--- src/hdl/lsw_pkg.sv ---
// types and constants shared by the line segment window clipper
// no dependencies
`default_nettype none
package lsw_pkg;

    localparam int ADDR_W    = 5;
    localparam int DEN_W     = 33;
    localparam int NUM_W     = 35;
    localparam int QUO_W     = 17;
    localparam int DIV_STEPS = 17;
    localparam int T_W       = 18;
    localparam int PROD_W    = 51;

    localparam logic [T_W-1:0] T_SAT = 18'd65537;

    localparam logic [2:0] REG_LEFT  = 3'd0;
    localparam logic [2:0] REG_TOP   = 3'd1;
    localparam logic [2:0] REG_COLS  = 3'd2;
    localparam logic [2:0] REG_ROWS  = 3'd3;
    localparam logic [2:0] REG_SCALE = 3'd4;

    typedef struct packed {
        logic signed [31:0] first_x;
        logic signed [31:0] first_y;
        logic signed [31:0] second_x;
        logic signed [31:0] second_y;
    } t_seg_in;

    typedef struct packed {
        logic               visible;
        logic signed [31:0] clipped_first_x;
        logic signed [31:0] clipped_first_y;
        logic signed [31:0] clipped_second_x;
        logic signed [31:0] clipped_second_y;
    } t_seg_out;

    typedef struct packed {
        logic signed [31:0] window_left;
        logic signed [31:0] window_top;
        logic [7:0]         cell_columns;
        logic [7:0]         cell_rows;
        logic [7:0]         cell_scale;
    } t_cfg;

    // per item data carried alongside the dividers
    typedef struct packed {
        t_seg_in            seg;
        logic signed [32:0] dx;
        logic signed [32:0] dy;
        logic [1:0]         d_pos;
        logic [1:0]         d_neg;
        logic [3:0]         q_neg;
    } t_side;

endpackage
`default_nettype wire

--- src/hdl/lsw_div.sv ---
// pipelined restoring divider, one quotient bit per stage, saturating
// depends on lsw_pkg
`default_nettype none
module lsw_div (
    input  wire                        i_clk,
    input  wire                        i_en,
    input  wire [lsw_pkg::NUM_W-1:0]   i_num,
    input  wire [lsw_pkg::DEN_W-1:0]   i_den,
    output logic [lsw_pkg::QUO_W-1:0]  o_quo,
    output logic                       o_sat
);
    import lsw_pkg::*;

    logic [DEN_W-1:0] r_den [DIV_STEPS];
    logic [DEN_W-1:0] r_rem [DIV_STEPS];
    logic [QUO_W-1:0] r_quo [DIV_STEPS];
    logic             r_sat [DIV_STEPS];

    logic             n_ge0;
    logic [NUM_W-1:0] n_diff0;

    assign n_ge0   = i_num >= NUM_W'(i_den);
    assign n_diff0 = i_num - NUM_W'(i_den);

    always_ff @(posedge i_clk) begin
        if (i_en) begin
            r_den[0] <= i_den;
            r_sat[0] <= i_num >= NUM_W'({i_den, 1'b0});
            r_rem[0] <= n_ge0 ? n_diff0[DEN_W-1:0] : i_num[DEN_W-1:0];
            r_quo[0] <= QUO_W'(n_ge0);
        end
    end

    for (genvar k = 1; k < DIV_STEPS; k++) begin : g_step
        logic [DEN_W:0] n_two;
        logic [DEN_W:0] n_diff;
        logic           n_ge;

        assign n_two  = {r_rem[k-1], 1'b0};
        assign n_ge   = n_two >= {1'b0, r_den[k-1]};
        assign n_diff = n_two - {1'b0, r_den[k-1]};

        always_ff @(posedge i_clk) begin
            if (i_en) begin
                r_den[k] <= r_den[k-1];
                r_sat[k] <= r_sat[k-1];
                r_rem[k] <= n_ge ? n_diff[DEN_W-1:0] : n_two[DEN_W-1:0];
                r_quo[k] <= {r_quo[k-1][QUO_W-2:0], n_ge};
            end
        end
    end

    assign o_quo = r_quo[DIV_STEPS-1];
    assign o_sat = r_sat[DIV_STEPS-1];

endmodule
`default_nettype wire

--- config.mk ---
export PLATFORM = sky130hd
export DESIGN_NAME = lsw_div
export DESIGN_NICKNAME = d
export VERILOG_FILES = /design/src/hdl/lsw_pkg.sv /design/src/hdl/lsw_div.sv
export SDC_FILE = /design/constraint.sdc
export NUM_CORES = 2
export LEC_CHECK = 0
export ABC_AREA = 1
export BUFFER_PORTS_ARGS = -buffer_cell sky130_fd_sc_hd__buf_2
export CAP_MARGIN = 20
export CORE_MARGIN = 3
export CORE_UTILIZATION = 40
export DETAILED_ROUTE_END_ITERATION = 8
export HOLD_SLACK_MARGIN = 0.15
export PLACE_DENSITY_LB_ADDON = 0.15
export SKIP_CTS_REPAIR_TIMING = 1
export SLEW_MARGIN = 20
export SYNTH_ARGS = -nofsm -noshare
export SYNTH_HDL_FRONTEND = slang
export SYNTH_SLANG_ARGS = --single-unit
--- constraint.sdc ---
create_clock -name i_clk -period 2.7 [get_ports i_clk]
set_input_delay 0.54 -clock i_clk [delete_from_list [all_inputs] [get_ports i_clk]]
set_output_delay 0.54 -clock i_clk [all_outputs]
set_load 0.02 [all_outputs]
==> implementation parameters <==
Parameter                              Value

Synthesis
  Cell area after technology mapping    90,100 sq um
  Post-synthesis async set-or-reset flop share    0
  Cell taking the most area after synthesis    sky130_fd_sc_hd__edfxtp_1
  Yosys warning count    0
  Area share of the largest cell type after synthesis    0.409
  Count of state elements after synthesis    1,226
  Number of nets in the synthesized netlist    13,329
  Most numerous cell types in the synthesized netlist    5,235 x sky130_fd_sc_hd__nand2_1, 2,741 x sky130_fd_sc_hd__inv_1, 1,226 x sky130_fd_sc_hd__edfxtp_1
  Largest cells by area after synthesis    sky130_fd_sc_hd__edfxtp_1 41%, sky130_fd_sc_hd__nand2_1 22%, sky130_fd_sc_hd__inv_1 11%, sky130_fd_sc_hd__ha_1 8.2%, sky130_fd_sc_hd__nand3_1 4.1%
  Count of mapped cells out of synthesis    12,650
  Cell variety after synth    38
  Sequential-to-total area share from yosys stat    0.409
  Mean post-synth cell area    7.12 sq um
  EDFF count, synth    1,226
  Synth Flop Type    sky130_fd_sc_hd__edfxtp_1
  Most common cell in the netlist    sky130_fd_sc_hd__nand2_1

Critical path
  Critical Setup Path Class    register to register
  Delay contributed by the slowest stage of the critical path    0.43 ns
  Biggest fanout along the worst timing path    4
  Arrival time worst endpoint    3.11 ns
  CP most frequent cell    sky130_fd_sc_hd__nand2_1
  Buffer and inverter count on the worst path    2
  Cell family with most CP delay    simple AND/OR/NAND/NOR gates
  Required @ worst endpoint    3.23 ns
  Critical Path Start Type    register
  Cell Chain, Critical Path    inv_1 > ha_1 > nand2_1 > nor2_1 > inv_1 > nor2_1 > nand4_1 > nand3_1 > nand2_1 > nand3_1 > nand2_1
  Endpoint type of the worst setup path    register
  R2r setup slk    0.12 ns
  Critical Path Slowest Stage Cell    sky130_fd_sc_hd__edfxtp_1

Status
  Run status    finished clean

Layout
  Share of cells above drive strength 1    0.106
  Final net count    14,433
  Post-Route Utilization    0.479
  Final instance area    107,000 sq um
  Final instance count without filler cells    16,853
  Area overhead of the layout relative to synthesis    18.7%
  Fillers    22,797
  Area taken by multi-input logic gates    42,200 sq um
  Register Area    36,800 sq um

Drt
  Count of antenna-violating nets left after detailed routing    0
  DR DRC count    0
  Number of vias in the routed layout    80,647
  Via count normalized by instance count    4.79
  Detail-routed net length per standard cell    19.3 um
  Length of the first detailed-routing pass in iterations    8
  Number of violations reported at the end of detailed-routing iteration 0    5,875
  Final WL    326,000 um

Global route
  GR met3 Demand/Resource    0.0256
  Initial antenna violation count    8
  Remaining global-route overflow    0
  Busiest layer in global routing    met2
  Vias in the first global route    77,661
  Pin count of the biggest net entering global routing    84
  Met2 GRT Util    0.485
  Met1 GRT Util    0.364
  Global-route wire length before repair    484,000 um
  Total global routing track utilization    0.278

Clock network
  Number of buffers on the longest clock path    3
  Clock tree sinks    1,226
  CTS tree    yes
  Number of clock buffers inserted by TritonCTS    147
  Cell at the root of the clock tree    sky130_fd_sc_hd__clkbuf_16
  H-tree Lvls    4
  Clock-pin slew on the worst setup and hold paths    0.06 ns
  Clock latency of the later-clocked register in the worst-skew pair    0.82 ns

Pwr
  Maximum VDD drop    0.591 mV
  Total power density per cell area    1110 nW/um^2
  Total power of the final layout    118,000 uW
  Pleak    0.0576 uW

STA
  Least-Margin Pin Slew    0.515 ns
  Share of the cycle needed by the critical path after routing    0.957
  Max Clock Freq    0.387 GHz
  Relative slew slack    0.655
  Clock period minus final worst setup slack    2.58 ns
  Layout Skew    0.0347 ns
  Post-route setup TNS    0 ns
  Final hold violation count    0
  Setup-failing EPs final    0
  Number of max-slew violations in the final report    0

Placed design
  Count of buffers inserted at the top-level ports    87
  Placed instance count    16,488
  Post-Place Cell Area    101,000 sq um
  Hpwl dp    273,000 um
  Routability cong.    0.962

Min path
  Class of the tightest hold or removal check    input pin to register

Die
  Io pins    88
  Die boundary width    481 um
  Core Box Area    223,000 sq um
  Die Area    231,000 sq um
  Height of the die    481 um
  Starting density of the core    0.404
  Site row count    173

Flow run
  Total of max-cap violations    0
worst register-to-register path: stages (launching register included):
cell,delay [ns]
sky130_fd_sc_hd__edfxtp_1,0.43
sky130_fd_sc_hd__inv_1,0.07
sky130_fd_sc_hd__ha_1,0.35
sky130_fd_sc_hd__nand2_1,0.14
sky130_fd_sc_hd__nor2_1,0.20
sky130_fd_sc_hd__inv_1,0.08
sky130_fd_sc_hd__nor2_1,0.34
sky130_fd_sc_hd__nand4_1,0.30
sky130_fd_sc_hd__nand3_1,0.17
sky130_fd_sc_hd__nand2_1,0.06
sky130_fd_sc_hd__nand3_1,0.08
sky130_fd_sc_hd__nand2_1,0.11
routing by layer:
metal,share of wire,vias up
li1,-,41206
met1,0.44,37074
met2,0.49,1971
met3,0.042,390
met4,0.032,6
met5,0.00013,-
metrics by stage:
stage / worst slack (ns) / hold WS [ns]
finish: 0.116 / 0.160
global placement: -0.0594 / 0.400
detailed placement: -0.0797 / 0.405
global route: -0.0262 / 0.152
floorplan: 0.480 / 0.400
CTS: -0.0763 / -0.159
cell families (layout without fill, tap and decap cells):
family	count (synthesis)	in the layout	synth area share
other	0	3	0
and+or+nand+nor	7281	7281	0.331
xor gates and xnor gates	231	231	0.0225
buffers and inverters	2892	4117	0.127
DFF	1226	1226	0.409
adders and majority gates	609	609	0.0859
AOI/OAI and AO/OA	411	411	0.0246
cell usage in the layout, fill, tap and decap left out, types with 14 or more instances in the layout:
cell type and n:
sky130_fd_sc_hd__a21oi_1 331, sky130_fd_sc_hd__and2_1 116, sky130_fd_sc_hd__buf_12 61, sky130_fd_sc_hd__buf_2 86
sky130_fd_sc_hd__buf_4 879, sky130_fd_sc_hd__bufinv_16 17, sky130_fd_sc_hd__clkbuf_1 20, sky130_fd_sc_hd__clkbuf_16 152
sky130_fd_sc_hd__clkinv_1 25, sky130_fd_sc_hd__clkinv_2 16, sky130_fd_sc_hd__dlygate4sd3_1 58, sky130_fd_sc_hd__edfxtp_1 1226
sky130_fd_sc_hd__fa_1 16, sky130_fd_sc_hd__ha_1 570, sky130_fd_sc_hd__ha_4 14, sky130_fd_sc_hd__inv_1 2741
sky130_fd_sc_hd__inv_2 16, sky130_fd_sc_hd__nand2_1 5220, sky130_fd_sc_hd__nand2_2 33, sky130_fd_sc_hd__nand2_4 18
sky130_fd_sc_hd__nand3_1 745, sky130_fd_sc_hd__nand3_2 14, sky130_fd_sc_hd__nand3b_1 86, sky130_fd_sc_hd__nand4_1 116
sky130_fd_sc_hd__nor2_1 697, sky130_fd_sc_hd__nor2_2 51, sky130_fd_sc_hd__nor3_1 103, sky130_fd_sc_hd__nor3_2 16
sky130_fd_sc_hd__o21ai_0 31, sky130_fd_sc_hd__o21bai_1 26, sky130_fd_sc_hd__or2_2 36, sky130_fd_sc_hd__xor2_1 224
final timing paths:
check	from	end	cells after the start
worst max-delay path	r_den[0][409]	r_rem[0][448]	11
worst min-delay path	i_num[12]	r_rem[0][12]	4
worst max register to register	r_den[0][409]	r_rem[0][448]	11
worst min register to register	r_quo[0][196]	r_quo[0][214]	0
state kept, by name, summed over array words and instances, names as in the netlist:
signal,flops
r_rem,528
r_den,528
r_sat,17
r_quo,153
cell type report:
type / instances / share of cell area
inverter: 2759 / 0.0969
antenna: 3 / 0.0000702
timing repair buffer: 1088 / 0.0830
multi-input combinational: 8532 / 0.395
sequential: 1226 / 0.344
clock inverter: 98 / 0.0100
tap: 2975 / 0.0348
clock buffer: 172 / 0.0363
where the power goes:
| part | leakage (uW) | switching (uW) | total, uW | internal (uW) |
|---|---|---|---|---|
| clock | 0.00239 | 8510 | 20500 | 12000 |
| combinational | 0.0431 | 41900 | 65200 | 23200 |
| sequential | 0.0120 | 4510 | 32700 | 28200 |
| total | 0.0576 | 55000 | 118000 | 63500 |
Note: power is estimated with default switching activity, not from simulation.
