## src/hdl/lsw_pkg.sv

```systemverilog
// types and constants shared by the line segment window clipper
// no dependencies
`default_nettype none
package lsw_pkg;

    localparam int ADDR_W    = 5;
    localparam int DEN_W     = 33;
    localparam int NUM_W     = 35;
    localparam int QUO_W     = 17;
    localparam int DIV_STEPS = 17;
    localparam int T_W       = 18;
    localparam int PROD_W    = 51;

    localparam logic [T_W-1:0] T_SAT = 18'd65537;

    localparam logic [2:0] REG_LEFT  = 3'd0;
    localparam logic [2:0] REG_TOP   = 3'd1;
    localparam logic [2:0] REG_COLS  = 3'd2;
    localparam logic [2:0] REG_ROWS  = 3'd3;
    localparam logic [2:0] REG_SCALE = 3'd4;

    typedef struct packed {
        logic signed [31:0] first_x;
        logic signed [31:0] first_y;
        logic signed [31:0] second_x;
        logic signed [31:0] second_y;
    } t_seg_in;

    typedef struct packed {
        logic               visible;
        logic signed [31:0] clipped_first_x;
        logic signed [31:0] clipped_first_y;
        logic signed [31:0] clipped_second_x;
        logic signed [31:0] clipped_second_y;
    } t_seg_out;

    typedef struct packed {
        logic signed [31:0] window_left;
        logic signed [31:0] window_top;
        logic [7:0]         cell_columns;
        logic [7:0]         cell_rows;
        logic [7:0]         cell_scale;
    } t_cfg;

    // per item data carried alongside the dividers
    typedef struct packed {
        t_seg_in            seg;
        logic signed [32:0] dx;
        logic signed [32:0] dy;
        logic [1:0]         d_pos;
        logic [1:0]         d_neg;
        logic [3:0]         q_neg;
    } t_side;

endpackage
`default_nettype wire

```

## src/hdl/lsw_front.sv

```systemverilog
// front stages: deltas, window bounds, edge distances and magnitudes
// depends on lsw_pkg
`default_nettype none
module lsw_front (
    input  wire                        i_clk,
    input  wire                        i_rst_n,
    input  wire                        i_en,
    input  wire                        i_vld,
    input  lsw_pkg::t_seg_in           i_seg,
    input  lsw_pkg::t_cfg              i_cfg,
    output logic                       o_vld,
    output lsw_pkg::t_side             o_side,
    output logic [lsw_pkg::NUM_W-1:0]  o_num [4],
    output logic [lsw_pkg::DEN_W-1:0]  o_den [2]
);
    import lsw_pkg::*;

    // stage a
    logic               r_a_vld;
    t_seg_in            r_a_seg;
    logic signed [32:0] r_a_dx, r_a_dy;
    logic signed [33:0] r_a_right, r_a_bottom;
    logic signed [31:0] r_a_left, r_a_top;
    logic [15:0]        n_span_x, n_span_y;

    assign n_span_x = i_cfg.cell_columns * i_cfg.cell_scale;
    assign n_span_y = i_cfg.cell_rows * i_cfg.cell_scale;

    always_ff @(posedge i_clk) begin
        if (!i_rst_n) begin
            r_a_vld <= 1'b0;
        end else if (i_en) begin
            r_a_vld <= i_vld;
        end
    end

    always_ff @(posedge i_clk) begin
        if (i_en) begin
            r_a_seg    <= i_seg;
            r_a_dx     <= 33'(i_seg.second_x) - 33'(i_seg.first_x);
            r_a_dy     <= 33'(i_seg.second_y) - 33'(i_seg.first_y);
            r_a_left   <= i_cfg.window_left;
            r_a_top    <= i_cfg.window_top;
            r_a_right  <= 34'(i_cfg.window_left) + $signed({2'b00, n_span_x, 16'd0});
            r_a_bottom <= 34'(i_cfg.window_top) + $signed({2'b00, n_span_y, 16'd0});
        end
    end

    // stage b
    logic               r_b_vld;
    t_seg_in            r_b_seg;
    logic signed [32:0] r_b_dx, r_b_dy;
    logic signed [34:0] r_b_q [4];

    always_ff @(posedge i_clk) begin
        if (!i_rst_n) begin
            r_b_vld <= 1'b0;
        end else if (i_en) begin
            r_b_vld <= r_a_vld;
        end
    end

    always_ff @(posedge i_clk) begin
        if (i_en) begin
            r_b_seg  <= r_a_seg;
            r_b_dx   <= r_a_dx;
            r_b_dy   <= r_a_dy;
            r_b_q[0] <= 35'(r_a_seg.first_x) - 35'(r_a_left);
            r_b_q[1] <= 35'(r_a_right) - 35'(r_a_seg.first_x);
            r_b_q[2] <= 35'(r_a_seg.first_y) - 35'(r_a_top);
            r_b_q[3] <= 35'(r_a_bottom) - 35'(r_a_seg.first_y);
        end
    end

    // stage c
    logic r_c_vld;

    always_ff @(posedge i_clk) begin
        if (!i_rst_n) begin
            r_c_vld <= 1'b0;
        end else if (i_en) begin
            r_c_vld <= r_b_vld;
        end
    end

    always_ff @(posedge i_clk) begin
        if (i_en) begin
            o_side.seg   <= r_b_seg;
            o_side.dx    <= r_b_dx;
            o_side.dy    <= r_b_dy;
            o_side.d_pos <= {r_b_dy > 33'sd0, r_b_dx > 33'sd0};
            o_side.d_neg <= {r_b_dy[32], r_b_dx[32]};
            for (int e = 0; e < 4; e++) begin
                o_side.q_neg[e] <= r_b_q[e][34];
                o_num[e]        <= r_b_q[e][34] ? NUM_W'(-r_b_q[e]) : NUM_W'(r_b_q[e]);
            end
            o_den[0] <= r_b_dx[32] ? DEN_W'(-r_b_dx) : DEN_W'(r_b_dx);
            o_den[1] <= r_b_dy[32] ? DEN_W'(-r_b_dy) : DEN_W'(r_b_dy);
        end
    end

    assign o_vld = r_c_vld;

endmodule
`default_nettype wire

```

## config.mk

```make
export PLATFORM = sky130hd
export DESIGN_NAME = lsw_front
export DESIGN_NICKNAME = d
export VERILOG_FILES = /design/src/hdl/lsw_pkg.sv /design/src/hdl/lsw_front.sv
export SDC_FILE = /design/constraint.sdc
export NUM_CORES = 2
export LEC_CHECK = 0
export ABC_AREA = 0
export ABC_CLOCK_PERIOD_IN_PS = 7850
export BUFFER_PORTS_ARGS = -buffer_cell sky130_fd_sc_hd__clkbuf_2
export CAP_MARGIN = 30
export CORE_MARGIN = 5
export CORE_UTILIZATION = 50
export CTS_CLUSTER_DIAMETER = 50
export CTS_CLUSTER_SIZE = 20
export DETAILED_ROUTE_END_ITERATION = 8
export HOLD_SLACK_MARGIN = 0.03
export MAX_ROUTING_LAYER = met4
export PLACE_DENSITY_LB_ADDON = 0.15
export SLEW_MARGIN = 10
export SYNTH_ARGS = -nofsm -noshare
export SYNTH_HDL_FRONTEND = slang
export SYNTH_SLANG_ARGS = --single-unit
export TNS_END_PERCENT = 10
```

## constraint.sdc

```tcl
create_clock -name i_clk -period 7.85 [get_ports i_clk]
set_clock_uncertainty 0.15 [all_clocks]
set_input_delay 1.57 -clock i_clk [delete_from_list [all_inputs] [get_ports i_clk]]
set_output_delay 1.57 -clock i_clk [all_outputs]
set_load 0.02 [all_outputs]
```

==> results.json <==
{
  "status": "complete, no violations",
  "nets": 5134,
  "grt_pass1_vias": 30500,
  "yosysWarnings": 0,
  "synth.avg_cell_area_um2": 13.2,
  "synth_edf_count": 1024,
  "syn_area_um2": 50800,
  "tightest_slew_ps": 1050,
  "critPathArrivalTime_ps": 7230,
  "cts_sinks": 1027,
  "grt_max_degree": 194,
  "h-tree-depth": 3,
  "peakVddDrop_v": 0.000214,
  "antenna_left": 0,
  "ctsResizeCount": 0,
  "yosysTopAreaCellShare": 0.605,
  "critPathLaunchType": "input port",
  "fin_crit_sh": 0.883,
  "antenna_found_initial": 22,
  "fill_cells": 8271,
  "worst-path-buf-inv": 3,
  "rsz0062_at_grt": "false",
  "die_y_um": 329,
  "end_kind": "flip-flop",
  "std_cell_rows": 117,
  "hold_ws_ps": 251,
  "synth_ff_type": "edfxtp_1",
  "gr-total-overflow": 0,
  "vias": 32100,
  "timing.rr.start": "r_a_seg[70]",
  "regArea_um2": 30800,
  "crit_family": "adder cells",
  "p_leak_nw": 24.5,
  "setup_viol": 0,
  "drt-pass1-iter-count": 8,
  "crit_path_cell_trace": "clkbuf_2 > and2_1 > fa_1 > fa_1 > inv_1 > fa_1 > fa_1 > inv_1 > ha_1 > a21oi_1 > nor2b_1 > o21a_1 > o311a_1 > o21a_1 > o21ai_0 > nor2b_1 > xnor2_1 > ha_1 > and4_1 > a221o_1 > a21o_1 > a21oi_1 > xnor2_1",
  "fp.coreArea_um2": 101000,
  "die_area_um2": 108000,
  "grt_pass1_wl_mm": 183,
  "drt_iter0_drc": 2726,
  "initial_utilization": 0.502,
  "die_x_um": 329,
  "grt_use_total": 0.229,
  "drc": 0,
  "post-cts-setup-buffer-count": 0,
  "hold-path-endpoint": "o_side[185]",
  "slowest_stage": "fa_1",
  "ff2ff_path_depth": 11,
  "synth_area_leader_cell": "edfxtp_1",
  "syn_to_final_growth_pct": 17.4,
  "tns_ps": 0,
  "clk_pin_slew_ps": 60,
  "cp_common_cell": "fa_1",
  "ys_seq_elements": 1027,
  "place.gp.congestion": 0.882,
  "critPathRequiredTime_ps": 8150,
  "synth_area_leaders": "edfxtp_1 (61%), ha_1 (7.6%), xnor2_1 (5.7%)",
  "max_freq_mhz": 144,
  "synthCells": 3841,
  "critPathMaxFanout": 16,
  "yosysUniqueCellTypes": 80,
  "cp_slowest_stage_delay_ps": 540,
  "worstHoldStart": "r_b_seg[111]",
  "root_buffer": "clkbuf_16",
  "relSlewSlack": 0.302,
  "postSynth.asyncResetShare": 0,
  "tritoncts": "built",
  "critical_path_class": "in -> reg",
  "hold_violations": 0,
  "top_level_ports": 629,
  "clockBufferDepth": 3,
  "synth_most_common_cell": "edfxtp_1",
  "hold_depth": 0,
  "via_per_inst": 5.34,
  "multi_input_area_um2": 18300,
  "r2r-end": "r_b_q[3][31]",
  "slew_violations": 0,
  "r2r_slack_ps": 3470,
  "wire_per_inst_um": 20.5,
  "portBuffers": 628,
  "cts_made_buffers": 110,
  "cap_viol_max_count": 0,
  "hold_path.class": "reg -> reg",
  "yosysSeqAreaShare": 0.606,
  "drive_above_1_share": 0.193,
  "p_per_area_nw_per_um2": 312,
  "finalWirelength_mm": 123,
  "timing.final.crit_period_ps": 6930,
  "insertion_delay_ps": 700,
  "synth_commonest_cells": "edfxtp_1 (1024), inv_1 (368), xnor2_1 (328)",
  "cp.depth": 23,
  "postCtsHoldBufs": 0,
  "dpl.hpwl_mm": 96.1
}
routing by layer:
layer  routed length (um)  track usage  part of all wire  up-vias
met5                    0            -                 0        -
met4                 3420       0.0676             0.028        0
met3                 8760       0.0475             0.071      186
met2                56800        0.349              0.46     1065
met1                54400        0.315              0.44    15400
li1                     -            -                 -    15400
cell families (layout without fill, tap and decap cells):
family / count (synthesis) / in the layout / synth area share
XOR/XNOR: 407 / 407 / 0.0702
flip-flops: 1027 / 1027 / 0.606
multiplexers: 5 / 5 / 0.000985
AO/OA/AOI/OAI: 782 / 782 / 0.101
AND/OR/NAND/NOR: 772 / 772 / 0.0793
other: 1 / 24 / 0.0000738
adder cells (fa/ha/maj): 390 / 390 / 0.108
buffers and inverters: 457 / 1233 / 0.0342
layout make-up:
type,instances,share of cell area
sequential,1027,0.517
multi-input combinational,2360,0.306
timing repair buffer,656,0.0581
clock buffer,118,0.0477
tap,1368,0.0287
inverter,369,0.0232
clock inverter,90,0.0185
antenna,20,0.000839
worst max-delay path by stage:
stage / from / to / slack (ps)
2_1_floorplan: i_cfg[7] / r_a_bottom[33] / 580
3_3_place_gp: i_cfg[4] / r_a_bottom[33] / 260
3_5_place_dp: i_cfg[4] / r_a_bottom[33] / 180
4_1_cts: i_cfg[4] / r_a_bottom[33] / 940
5_1_grt: i_cfg[4] / r_a_bottom[33] / 560
6_report: i_cfg[4] / r_a_bottom[33] / 920
power by group:
group / internal, mW / switching, mW / total, mW
clock network: 3.01 / 2.44 / 5.45
registers: 7.31 / 0.521 / 7.83
logic: 2.21 / 3.11 / 5.33
total: 12.5 / 6.07 / 18.6
state kept, by name, indices dropped and copies added, names as in the netlist, 16 cells and up:
name and cells:
r_a_bottom 34, r_a_left 16, r_b_dx 33, r_b_seg 128
r_a_seg 128, r_b_q 134, r_b_dy 33, r_a_dx 33
o_den 64, r_a_top 16, r_a_right 34, o_side 200
r_a_dy 33, o_num 138
cell usage in the layout, fill, tap and decap left out, types with 128 or more instances in the layout:
master / Yosys / final
a21oi_1: 197 / 197
a21o_1: 128 / 128
xnor2_1: 328 / 328
inv_1: 368 / 368
nand2_1: 191 / 191
clkbuf_2: 0 / 627
edfxtp_1: 1024 / 1024
nor2_1: 140 / 140
ha_1: 310 / 310
o21ai_0: 170 / 170
metrics by stage:
step	utilization	cells	setup slack (ps)	total power, mW	instance area, um^2
finish	0.589	6008	919	18.6	59600
global route	0.589	6008	558	19.6	59600
CTS	0.588	5987	935	18.8	59600
detailed placement	0.549	5779	175	13.3	55600
global placement	0.549	5776	259	13.2	55600
floorplan	-	3844	581	11.6	50800
(Power assumes the default switching activity.)
