`config.mk`:
```
export PLATFORM = sky130hd
export DESIGN_NAME = lsw_cfg
export DESIGN_NICKNAME = d
export VERILOG_FILES = /design/src/hdl/lsw_pkg.sv /design/src/hdl/lsw_cfg.sv
export SDC_FILE = /design/constraint.sdc
export NUM_CORES = 1
export LEC_CHECK = 0
export BUFFER_PORTS_ARGS = -buffer_cell sky130_fd_sc_hd__buf_2
export CORE_UTILIZATION = 40
export CTS_BUF_LIST = sky130_fd_sc_hd__clkbuf_8
export CTS_CLUSTER_SIZE = 8
export DETAILED_ROUTE_END_ITERATION = 10
export PLACE_DENSITY = 0.73
export SKIP_CTS_REPAIR_TIMING = 1
export SLEW_MARGIN = 10
export SYNTH_ARGS = -nofsm -noshare
export SYNTH_HDL_FRONTEND = slang
export SYNTH_SLANG_ARGS = --single-unit
```
`constraint.sdc`:
```
create_clock -name i_clk -period 2.4 [get_ports i_clk]
set_clock_uncertainty 0.05 [all_clocks]
set_input_delay 0.12 -clock i_clk [delete_from_list [all_inputs] [get_ports i_clk]]
set_output_delay 0.12 -clock i_clk [all_outputs]
set_load 0.03 [all_outputs]
```
`src/hdl/lsw_pkg.sv`:
```
// types and constants shared by the line segment window clipper
// no dependencies
`default_nettype none
package lsw_pkg;

    localparam int ADDR_W    = 5;
    localparam int DEN_W     = 33;
    localparam int NUM_W     = 35;
    localparam int QUO_W     = 17;
    localparam int DIV_STEPS = 17;
    localparam int T_W       = 18;
    localparam int PROD_W    = 51;

    localparam logic [T_W-1:0] T_SAT = 18'd65537;

    localparam logic [2:0] REG_LEFT  = 3'd0;
    localparam logic [2:0] REG_TOP   = 3'd1;
    localparam logic [2:0] REG_COLS  = 3'd2;
    localparam logic [2:0] REG_ROWS  = 3'd3;
    localparam logic [2:0] REG_SCALE = 3'd4;

    typedef struct packed {
        logic signed [31:0] first_x;
        logic signed [31:0] first_y;
        logic signed [31:0] second_x;
        logic signed [31:0] second_y;
    } t_seg_in;

    typedef struct packed {
        logic               visible;
        logic signed [31:0] clipped_first_x;
        logic signed [31:0] clipped_first_y;
        logic signed [31:0] clipped_second_x;
        logic signed [31:0] clipped_second_y;
    } t_seg_out;

    typedef struct packed {
        logic signed [31:0] window_left;
        logic signed [31:0] window_top;
        logic [7:0]         cell_columns;
        logic [7:0]         cell_rows;
        logic [7:0]         cell_scale;
    } t_cfg;

    // per item data carried alongside the dividers
    typedef struct packed {
        t_seg_in            seg;
        logic signed [32:0] dx;
        logic signed [32:0] dy;
        logic [1:0]         d_pos;
        logic [1:0]         d_neg;
        logic [3:0]         q_neg;
    } t_side;

endpackage
`default_nettype wire

```
`src/hdl/lsw_cfg.sv`:
```
// configuration registers behind the apb-style port
// depends on lsw_pkg
`default_nettype none
module lsw_cfg (
    input  wire                        i_clk,
    input  wire                        i_rst_n,
    input  wire                        psel,
    input  wire                        penable,
    input  wire                        pwrite,
    input  wire [lsw_pkg::ADDR_W-1:0]  paddr,
    input  wire [31:0]                 pwdata,
    output logic [31:0]                prdata,
    output logic                       pready,
    output lsw_pkg::t_cfg              o_cfg
);
    import lsw_pkg::*;

    t_cfg       r_cfg;
    logic [2:0] w_idx;

    assign w_idx  = paddr[4:2];
    assign pready = 1'b1;
    assign o_cfg  = r_cfg;

    always_ff @(posedge i_clk) begin
        if (!i_rst_n) begin
            r_cfg.window_left  <= '0;
            r_cfg.window_top   <= '0;
            r_cfg.cell_columns <= '0;
            r_cfg.cell_rows    <= '0;
            r_cfg.cell_scale   <= 8'd1;
        end else if (psel && penable && pwrite) begin
            unique case (w_idx)
                REG_LEFT:  r_cfg.window_left  <= pwdata;
                REG_TOP:   r_cfg.window_top   <= pwdata;
                REG_COLS:  r_cfg.cell_columns <= pwdata[7:0];
                REG_ROWS:  r_cfg.cell_rows    <= pwdata[7:0];
                REG_SCALE: r_cfg.cell_scale   <= pwdata[7:0];
                default: ;
            endcase
        end
    end

    always_comb begin
        unique case (w_idx)
            REG_LEFT:  prdata = r_cfg.window_left;
            REG_TOP:   prdata = r_cfg.window_top;
            REG_COLS:  prdata = {24'd0, r_cfg.cell_columns};
            REG_ROWS:  prdata = {24'd0, r_cfg.cell_rows};
            REG_SCALE: prdata = {24'd0, r_cfg.cell_scale};
            default:   prdata = '0;
        endcase
    end

endmodule
`default_nettype wire

```
==> results of run 1 <==
## report_power, final
part | internal (mW) | leakage (nW) | total [mW] | switching, mW
Combinational | 0.0824 | 1.43 | 0.233 | 0.150
Sequential | 1.47 | 0.709 | 1.48 | 0.00882
Clock | 0.580 | 0.110 | 1.10 | 0.524
## worst max path at each step
stage               startpoint   endpoint  slack, ns  depth (start not counted)
floorplan             paddr[2]  prdata[0]       0.81                          5
global placement      paddr[2]  prdata[5]       0.62                          5
detailed placement    paddr[2]  prdata[5]       0.57                          5
CTS                   paddr[2]  prdata[5]       0.56                          5
global route          paddr[2]  prdata[5]       0.40                          5
finish                paddr[2]  prdata[5]       0.54                          5
## cell families (layout without fill, tap and decap cells)
kind of cell	Yosys count	count (layout)	share of synthesized area (%)
AOI/OAI and AO/OA	48	48	9.76
DFF	88	88	45.2
and+or+nand+nor	135	135	15.2
other	1	1	0.0962
muxes	96	96	24.9
buffers and inverters	32	195	4.82
## layout make-up
| type | count | area, um^2 |
|---|---|---|
| clock inverter | 6 | 86.3 |
| fill | 846 | 4220 |
| clock buffer | 9 | 124 |
| multi-input combinational | 280 | 1970 |
| tap | 129 | 161 |
| timing repair buffer | 180 | 1010 |
| sequential | 88 | 1760 |
## worst register-to-register path, stage by stage (launching register included)
cell and delay [ns]:
dfxtp_1 0.34, nor2b_1 0.13, mux2i_1 0.07
## routing by layer
| layer | track usage [%] | routed length (um) | vias up |
|---|---|---|---|
| li1 | - | - | 1704 |
| met1 | 26.1 | 4520 | 1649 |
| met2 | 36.4 | 5330 | 151 |
| met3 | 4.16 | 646 | 10 |
| met4 | 7.13 | 123 | 0 |
| met5 | 0 | 0 | - |
## per-stage QoR
step / cell area, um^2 / power [mW] / worst slack (ns) / hold slack [ns]
global route: 5110 / 2.91 / 0.403 / -0.00136
finish: 5110 / 2.81 / 0.538 / -0.0152
floorplan: 3900 / 1.65 / 0.812 / 0.235
CTS: 5010 / 2.83 / 0.564 / -0.0350
global placement: 4800 / 1.73 / 0.616 / 0.341
detailed placement: 4800 / 1.73 / 0.567 / 0.352
## placed cells by master, fill, tap and decap left out, drive strengths merged, types with 8 or more instances in the layout
cell           n
clkbuf         9
a22oi         16
o22ai          8
buf          170
dlygate4sd3   10
a22o          24
dfxtp         88
nand2        120
mux2i         88
mux2           8
==> impl_metrics.ini, run 1 <==
[clock_network]
cts.clk_slew.worst_paths_ns = 0.09
clock_latency_ns = 0.33
root_buffer = clkbuf_8
htreeDepth = 3
cts_sinks = 88
cts_buffers = 9
cts_tree = built
cts_buffer_depth = 2

[pwr]
power.density_nw_per_um2 = 551
static-leakage-power_nw = 2.25
peakVddDrop_v = 0.000259

[setup_path]
slowest_delay_ns = 0.60
slowest_stage = nor2b_1
r2r_slack_ns = 1.68
worstPathArrival_ns = 1.69
reg2regPathDepth = 2
worst_r2r_endpoint = o_cfg[0]$_SDFFE_PN1P_
critPathMostFrequentCell = buf_2
critPathRequiredTime_ns = 2.23
reg2reg_from = o_cfg[0]$_SDFFE_PN1P_
crit_path_end_kind = output port
path_cells = buf_2 -> nor2b_1 -> a22oi_1 -> o22ai_1 -> buf_2
worst-setup-path-type = primary input to output port
critPathTopFamily = simple AND/OR/NAND/NOR gates
worstPathMaxFanout = 12
critPathBufInv = 2
cp-start-kind = primary input

[global_route]
antenna_found_initial = 0
grt.total_usage_pct = 21.0
grt_pass1_vias = 3257
grt_max_degree = 68
grt_pass1_wl_mm = 16.4
grt-ovfl-total = 0

[synth]
yosys_warnings = 0
avgSynthCellArea_um2 = 9.74
async_flop_share_pct = 0
syn_area_um2 = 3900
ys_ff_latch = 88
synth_ff_type = dfxtp_1
synthTopCellsByCount = nand2_1 (120), dfxtp_1 (88), mux2i_1 (88), a22o_1 (24)
yosysMostFrequentCell = nand2_1
synth_top_cell_by_area = dfxtp_1
yosysSeqAreaShare_pct = 45.2
synthTopCellsByArea = dfxtp_1 (45%), mux2i_1 (23%), nand2_1 (12%)
synth_top_area_share_pct = 45.2
synth-edff-count = 0
ys_types = 23
synthCells = 400
syn-num-nets = 442

[timing]
finalSetupViolCount = 0
whs_ns = -0.0152
slew-limit-headroom_pct = 54.8
max_freq_mhz = 537
finalHoldViolations = 13
finalCritPeriodShare_pct = 77.6
finalSetupTns_ns = 0
rsz0062_at_grt = false
tightest_slew_ns = 0.676
final-max-slew-violation-count = 0
min_period_ns = 1.86

[drt]
wl_per_cell_um = 15.3
wirelength_mm = 10.6
drc = 0
routed_via_density = 5.08
vias = 3514
detail-route-antenna-nets = 0
dr.pass1.iters = 4
initialDrtViolationCount = 91

[placement]
dpl.hpwl_mm = 7.43
portBuffers = 159
placed_cells = 667
gp_congestion = 0.787

[floorplan]
rows = 35
ios = 163
core_area_um2 = 9330
dieArea_um2 = 10100
die_y_um = 101
fp.dieW_um = 101
initial_utilization_pct = 41.8

[hold_path]
holdPathStages = 3
min_path_type = primary input to register
min_to = o_cfg[52]$_SDFFE_PN0P_
hold_start = pwdata[28]

[run_status]
outcome = complete, but fails checks
violations = hold timing

[finish]
fin_util_pct = 54.7
diodes = 0
layout-drive-gt1-share_pct = 35.7
areaGrowthSynthToFinish_pct = 31.0
finalNonFillerCells = 692
largest_reg_flops = 88
nNetsFinal = 601

[flow_run]
drv_cap = 0
Power figures use the tool's default switching activity.
==> run 2, diff against run 1 <==
--- a/config.mk
+++ b/config.mk
@@ -10,7 +10,7 @@
 export CTS_BUF_LIST = sky130_fd_sc_hd__clkbuf_8
 export CTS_CLUSTER_SIZE = 8
 export DETAILED_ROUTE_END_ITERATION = 10
-export PLACE_DENSITY = 0.73
+export PLACE_DENSITY = 0.75
 export SKIP_CTS_REPAIR_TIMING = 1
 export SLEW_MARGIN = 10
 export SYNTH_ARGS = -nofsm -noshare
==> constraint.sdc (replaced) <==
create_clock -name i_clk -period 1.5 [get_ports i_clk]
set_clock_uncertainty 0.05 [all_clocks]
set_input_delay 0.075 -clock i_clk [delete_from_list [all_inputs] [get_ports i_clk]]
set_output_delay 0.075 -clock i_clk [all_outputs]
set_load 0.03 [all_outputs]
==> impl_metrics.ini, run 2 (synthesis results as in run 1) <==
[flow_run]
drv_cap = 0

[clock_network]
cts_buffer_depth = 2
clock_latency_ns = 0.35
cts_tree = built
cts_buffers = 9
cts_sinks = 88
cts.clk_slew.worst_paths_ns = 0.09
root_buffer = clkbuf_8
htreeDepth = 3

[finish]
layout-drive-gt1-share_pct = 39.3
nNetsFinal = 627
layout_commonest_cell = buf_2
fin_util_pct = 58.8
diodes = 0
largest_reg_flops = 88
areaGrowthSynthToFinish_pct = 40.6
nFillCells = 790
mostFrequentLayoutCells = buf_2 (149), nand2_1 (120), mux2i_1 (88)

[timing]
min_period_ns = 1.51
finalSetupTns_ns = -0.0236
finalSetupViolCount = 4
postLayoutSetupSlackWorst_ns = -0.0108
final-max-slew-violation-count = 0
max_freq_mhz = 662
rsz0062_at_grt = true
finalCritPeriodShare_pct = 101
whs_ns = 0.0391
finalHoldViolations = 0

[global_route]
grt_pass1_wl_mm = 16.5
grt-ovfl-total = 0
grt_max_degree = 65
grt_pass1_vias = 3328
grt.total_usage_pct = 21.1
antenna_found_initial = 0

[floorplan]
core_area_um2 = 9330
die_y_um = 101
dieArea_um2 = 10100
ios = 163
rows = 35
fp.dieW_um = 101
initial_utilization_pct = 41.8

[drt]
vias = 3676
dr.pass1.iters = 4
routed_via_density = 5.11
wl_per_cell_um = 15.5
wirelength_mm = 11.1
detail-route-antenna-nets = 0
drc = 0
initialDrtViolationCount = 117

[placement]
dpl.hpwl_mm = 7.42
portBuffers = 159
gp_congestion = 0.779

[pwr]
peakVddDrop_v = 0.000395
power.density_nw_per_um2 = 798
static-leakage-power_nw = 2.39

[setup_path]
worstPathMaxFanout = 3
worstPathArrival_ns = 1.39
slowest_delay_ns = 0.33
crit_path_end_kind = output port
path_cells = mux2_2 -> a22oi_2 -> o22ai_1 -> buf_4
cp-start-kind = register
reg2regPathDepth = 2
slowest_stage = dfxtp_1
critPathRequiredTime_ns = 1.37
worst_r2r_endpoint = o_cfg[7]$_SDFFE_PN0P_
reg2reg_from = o_cfg[7]$_SDFFE_PN0P_
worst-setup-path-type = register to output port
r2r_slack_ns = 0.75

[hold_path]
min_to = o_cfg[21]$_SDFFE_PN0P_
hold_start = pwdata[5]
holdPathStages = 3
min_path_type = primary input to register

[run_status]
violations = setup timing
outcome = complete, but fails checks
run 2: where the power goes:
part | total [mW] | internal [mW] | switching, mW
combinational | 0.442 | 0.181 | 0.261
clock | 1.57 | 0.739 | 0.830
sequential | 2.37 | 2.35 | 0.0142
run 2: how the worst max path moves through the flow:
| stage | depth (start not counted) | startpoint | end |
|---|---|---|---|
| 2_1_floorplan | 5 | paddr[2] | prdata[0] |
| 3_3_place_gp | 6 | paddr[2] | prdata[0] |
| 3_5_place_dp | 6 | paddr[2] | prdata[31] |
| 4_1_cts | 4 | o_cfg[9]$_SDFFE_PN0P_ | prdata[1] |
| 5_1_grt | 4 | o_cfg[9]$_SDFFE_PN0P_ | prdata[1] |
| 6_report | 4 | o_cfg[8]$_SDFFE_PN0P_ | prdata[0] |
run 2: layer usage:
metal	GRT usage, %	vias up	routed length (um)
li1	-	1757	-
met1	25.2	1734	4600
met2	36.6	160	5530
met3	4.02	25	730
met4	9.81	0	259
met5	0	-	0
run 2: through the flow:
stage,power [mW],cell area [um^2],instances,setup WS [ns]
detailed placement,2.80,4910,674,0.0515
CTS,4.36,5100,690,-0.0762
floorplan,2.64,3900,400,0.00228
global route,4.54,5480,719,-0.0753
global placement,2.79,4910,674,0.0828
finish,4.38,5480,719,-0.0108
run 2: cell type report:
class,instances,area (um^2),share of cell area [%]
clock buffer,12,165,3.01
tap,129,161,2.94
multi-input combinational,280,2020,36.9
clock inverter,4,27.5,0.502
timing repair buffer,206,1330,24.3
sequential,88,1770,32.3
run 2: worst max-delay path, delay by kind of cell (launching register included):
family	cells	cell delay, ns
buffers and inverters	1	0.20
DFF	1	0.33
AOI/OAI and AO/OA	2	0.24
muxes	1	0.27
==> run 3, diff against run 2 <==
--- a/config.mk
+++ b/config.mk
@@ -10,7 +10,7 @@
 export CTS_BUF_LIST = sky130_fd_sc_hd__clkbuf_8
 export CTS_CLUSTER_SIZE = 8
 export DETAILED_ROUTE_END_ITERATION = 10
-export PLACE_DENSITY = 0.75
+export PLACE_DENSITY = 0.73
 export SKIP_CTS_REPAIR_TIMING = 1
 export SLEW_MARGIN = 10
 export SYNTH_ARGS = -nofsm -noshare
==> constraint.sdc (replaced) <==
create_clock -name i_clk -period 1.83 [get_ports i_clk]
set_clock_uncertainty 0.05 [all_clocks]
set_input_delay 0.0915 -clock i_clk [delete_from_list [all_inputs] [get_ports i_clk]]
set_output_delay 0.0915 -clock i_clk [all_outputs]
set_load 0.03 [all_outputs]
==> impl_metrics.ini, run 3 (synthesis results as in run 1) <==
[clock_network]
clock_latency_ns = 0.35
cts.clk_slew.worst_paths_ns = 0.08
cts_tree = built
cts_buffer_depth = 2
cts_buffers = 9
cts_sinks = 88
htreeDepth = 3
root_buffer = clkbuf_8

[floorplan]
dieArea_um2 = 10100
ios = 163
fp.dieW_um = 101
core_area_um2 = 9330
rows = 35
initial_utilization_pct = 41.8
die_y_um = 101

[drt]
wl_per_cell_um = 15.4
dr.pass1.iters = 5
wirelength_mm = 11.0
vias = 3597
routed_via_density = 5.06
detail-route-antenna-nets = 0
initialDrtViolationCount = 119
drc = 0

[setup_path]
critPathMostFrequentCell = buf_2
r2r_slack_ns = 1.08
worstPathArrival_ns = 1.56
cp-start-kind = primary input
worstPathMaxFanout = 8
crit_path_end_kind = output port
cp-startpoint = paddr[2]
slowest_delay_ns = 0.52
reg2reg_from = o_cfg[38]$_SDFFE_PN0P_
path_cells = buf_2 -> buf_4 -> nor2_1 -> a22oi_1 -> o22ai_1 -> buf_2
worst_r2r_endpoint = o_cfg[38]$_SDFFE_PN0P_
reg2regPathDepth = 2
worst-setup-path-type = primary input to output port
slowest_stage = nor2_1
critPathRequiredTime_ns = 1.69

[finish]
layout-drive-gt1-share_pct = 35.6
areaGrowthSynthToFinish_pct = 35.4
layout_commonest_cell = buf_2
stdcell_area_um2 = 5280
largest_reg_flops = 88
diodes = 0
nNetsFinal = 619
nFillCells = 811
mostFrequentLayoutCells = buf_2 (158), nand2_1 (120), mux2i_1 (88), dfxtp_1 (88), a22o_1 (24)
fin_util_pct = 56.6

[timing]
rsz0062_at_grt = false
finalSetupViolCount = 0
finalHoldViolations = 1
slew-limit-headroom_pct = 35.0
finalSetupTns_ns = 0
min_period_ns = 1.71
whs_ns = -0.0322
max_freq_mhz = 586
tightest_slew_ns = 0.972
finalCritPeriodShare_pct = 93.2
final-max-slew-violation-count = 0

[run_status]
outcome = complete, but fails checks
violations = hold timing

[hold_path]
hold_start = pwdata[0]
min_path_type = primary input to register
holdPathStages = 3
min_to = o_cfg[0]$_SDFFE_PN1P_

[placement]
dpl-instance-area_um2 = 4870
portBuffers = 159
dpl.hpwl_mm = 7.63
gp_congestion = 0.770

[global_route]
antenna_found_initial = 0
grt.total_usage_pct = 20.7
grt_pass1_wl_mm = 16.2
grt_max_degree = 55
grt_pass1_vias = 3297
grt-ovfl-total = 0

[pwr]
power_mw = 3.50
peakVddDrop_v = 0.000416
static-leakage-power_nw = 2.32
power.density_nw_per_um2 = 663

[flow_run]
drv_cap = 0
[run 3: cell count changes in the layout (fill, tap and decap cells not counted), moves of 3 or more]
cell / before / now
clkbuf_8: 12 / 9
buf_2: 149 / 158
a22oi_1: 8 / 16
buf_4: 22 / 12
dfxtp_1: 79 / 88
dfxtp_2: 9 / 0
a22oi_2: 8 / 0
[run 3: metal layers]
metal	wire (um)	track usage, %	up-vias
met2	5370	35.5	145
li1	-	-	1739
met3	630	4.72	13
met5	0	0	-
met1	4760	25.4	1700
met4	193	7.58	0
[run 3: worst max path at each step]
stage / endpoint / slack, ns / depth (start not counted)
2_1_floorplan: prdata[0] / 0.30 / 5
3_3_place_gp: prdata[5] / 0.1 / 6
3_5_place_dp: prdata[5] / 0.13 / 6
4_1_cts: prdata[5] / 0.13 / 6
5_1_grt: prdata[5] / 0.02 / 6
6_report: prdata[7] / 0.12 / 6
[run 3: area by class of cell]
type	count	area (um^2)	share of cell area [%]
clock buffer	9	124	2.35
clock inverter	7	50.0	0.948
multi-input combinational	280	1970	37.3
sequential	88	1760	33.4
tap	129	161	3.06
timing repair buffer	198	1210	22.9
[run 3: critical path: cells and delay by family]
| kind | cells | cell delay [ns] |
|---|---|---|
| buffers and inverters | 3 | 0.56 |
| AND/OR/NAND/NOR | 1 | 0.52 |
| AO/OA/AOI/OAI | 2 | 0.38 |
[run 3: through the flow]
step	worst slack, ns	cells
2_1_floorplan	0.299	400
3_3_place_gp	0.0958	672
3_5_place_dp	0.129	672
4_1_cts	0.126	688
5_1_grt	0.0213	711
6_report	0.124	711
[run 3: report_power, final]
part	switching (mW)	leakage, nW	internal (mW)
clock network	0.723	0.0860	0.496
logic	0.203	1.52	0.137
registers	0.0118	0.709	1.93
total	0.938	2.32	2.56
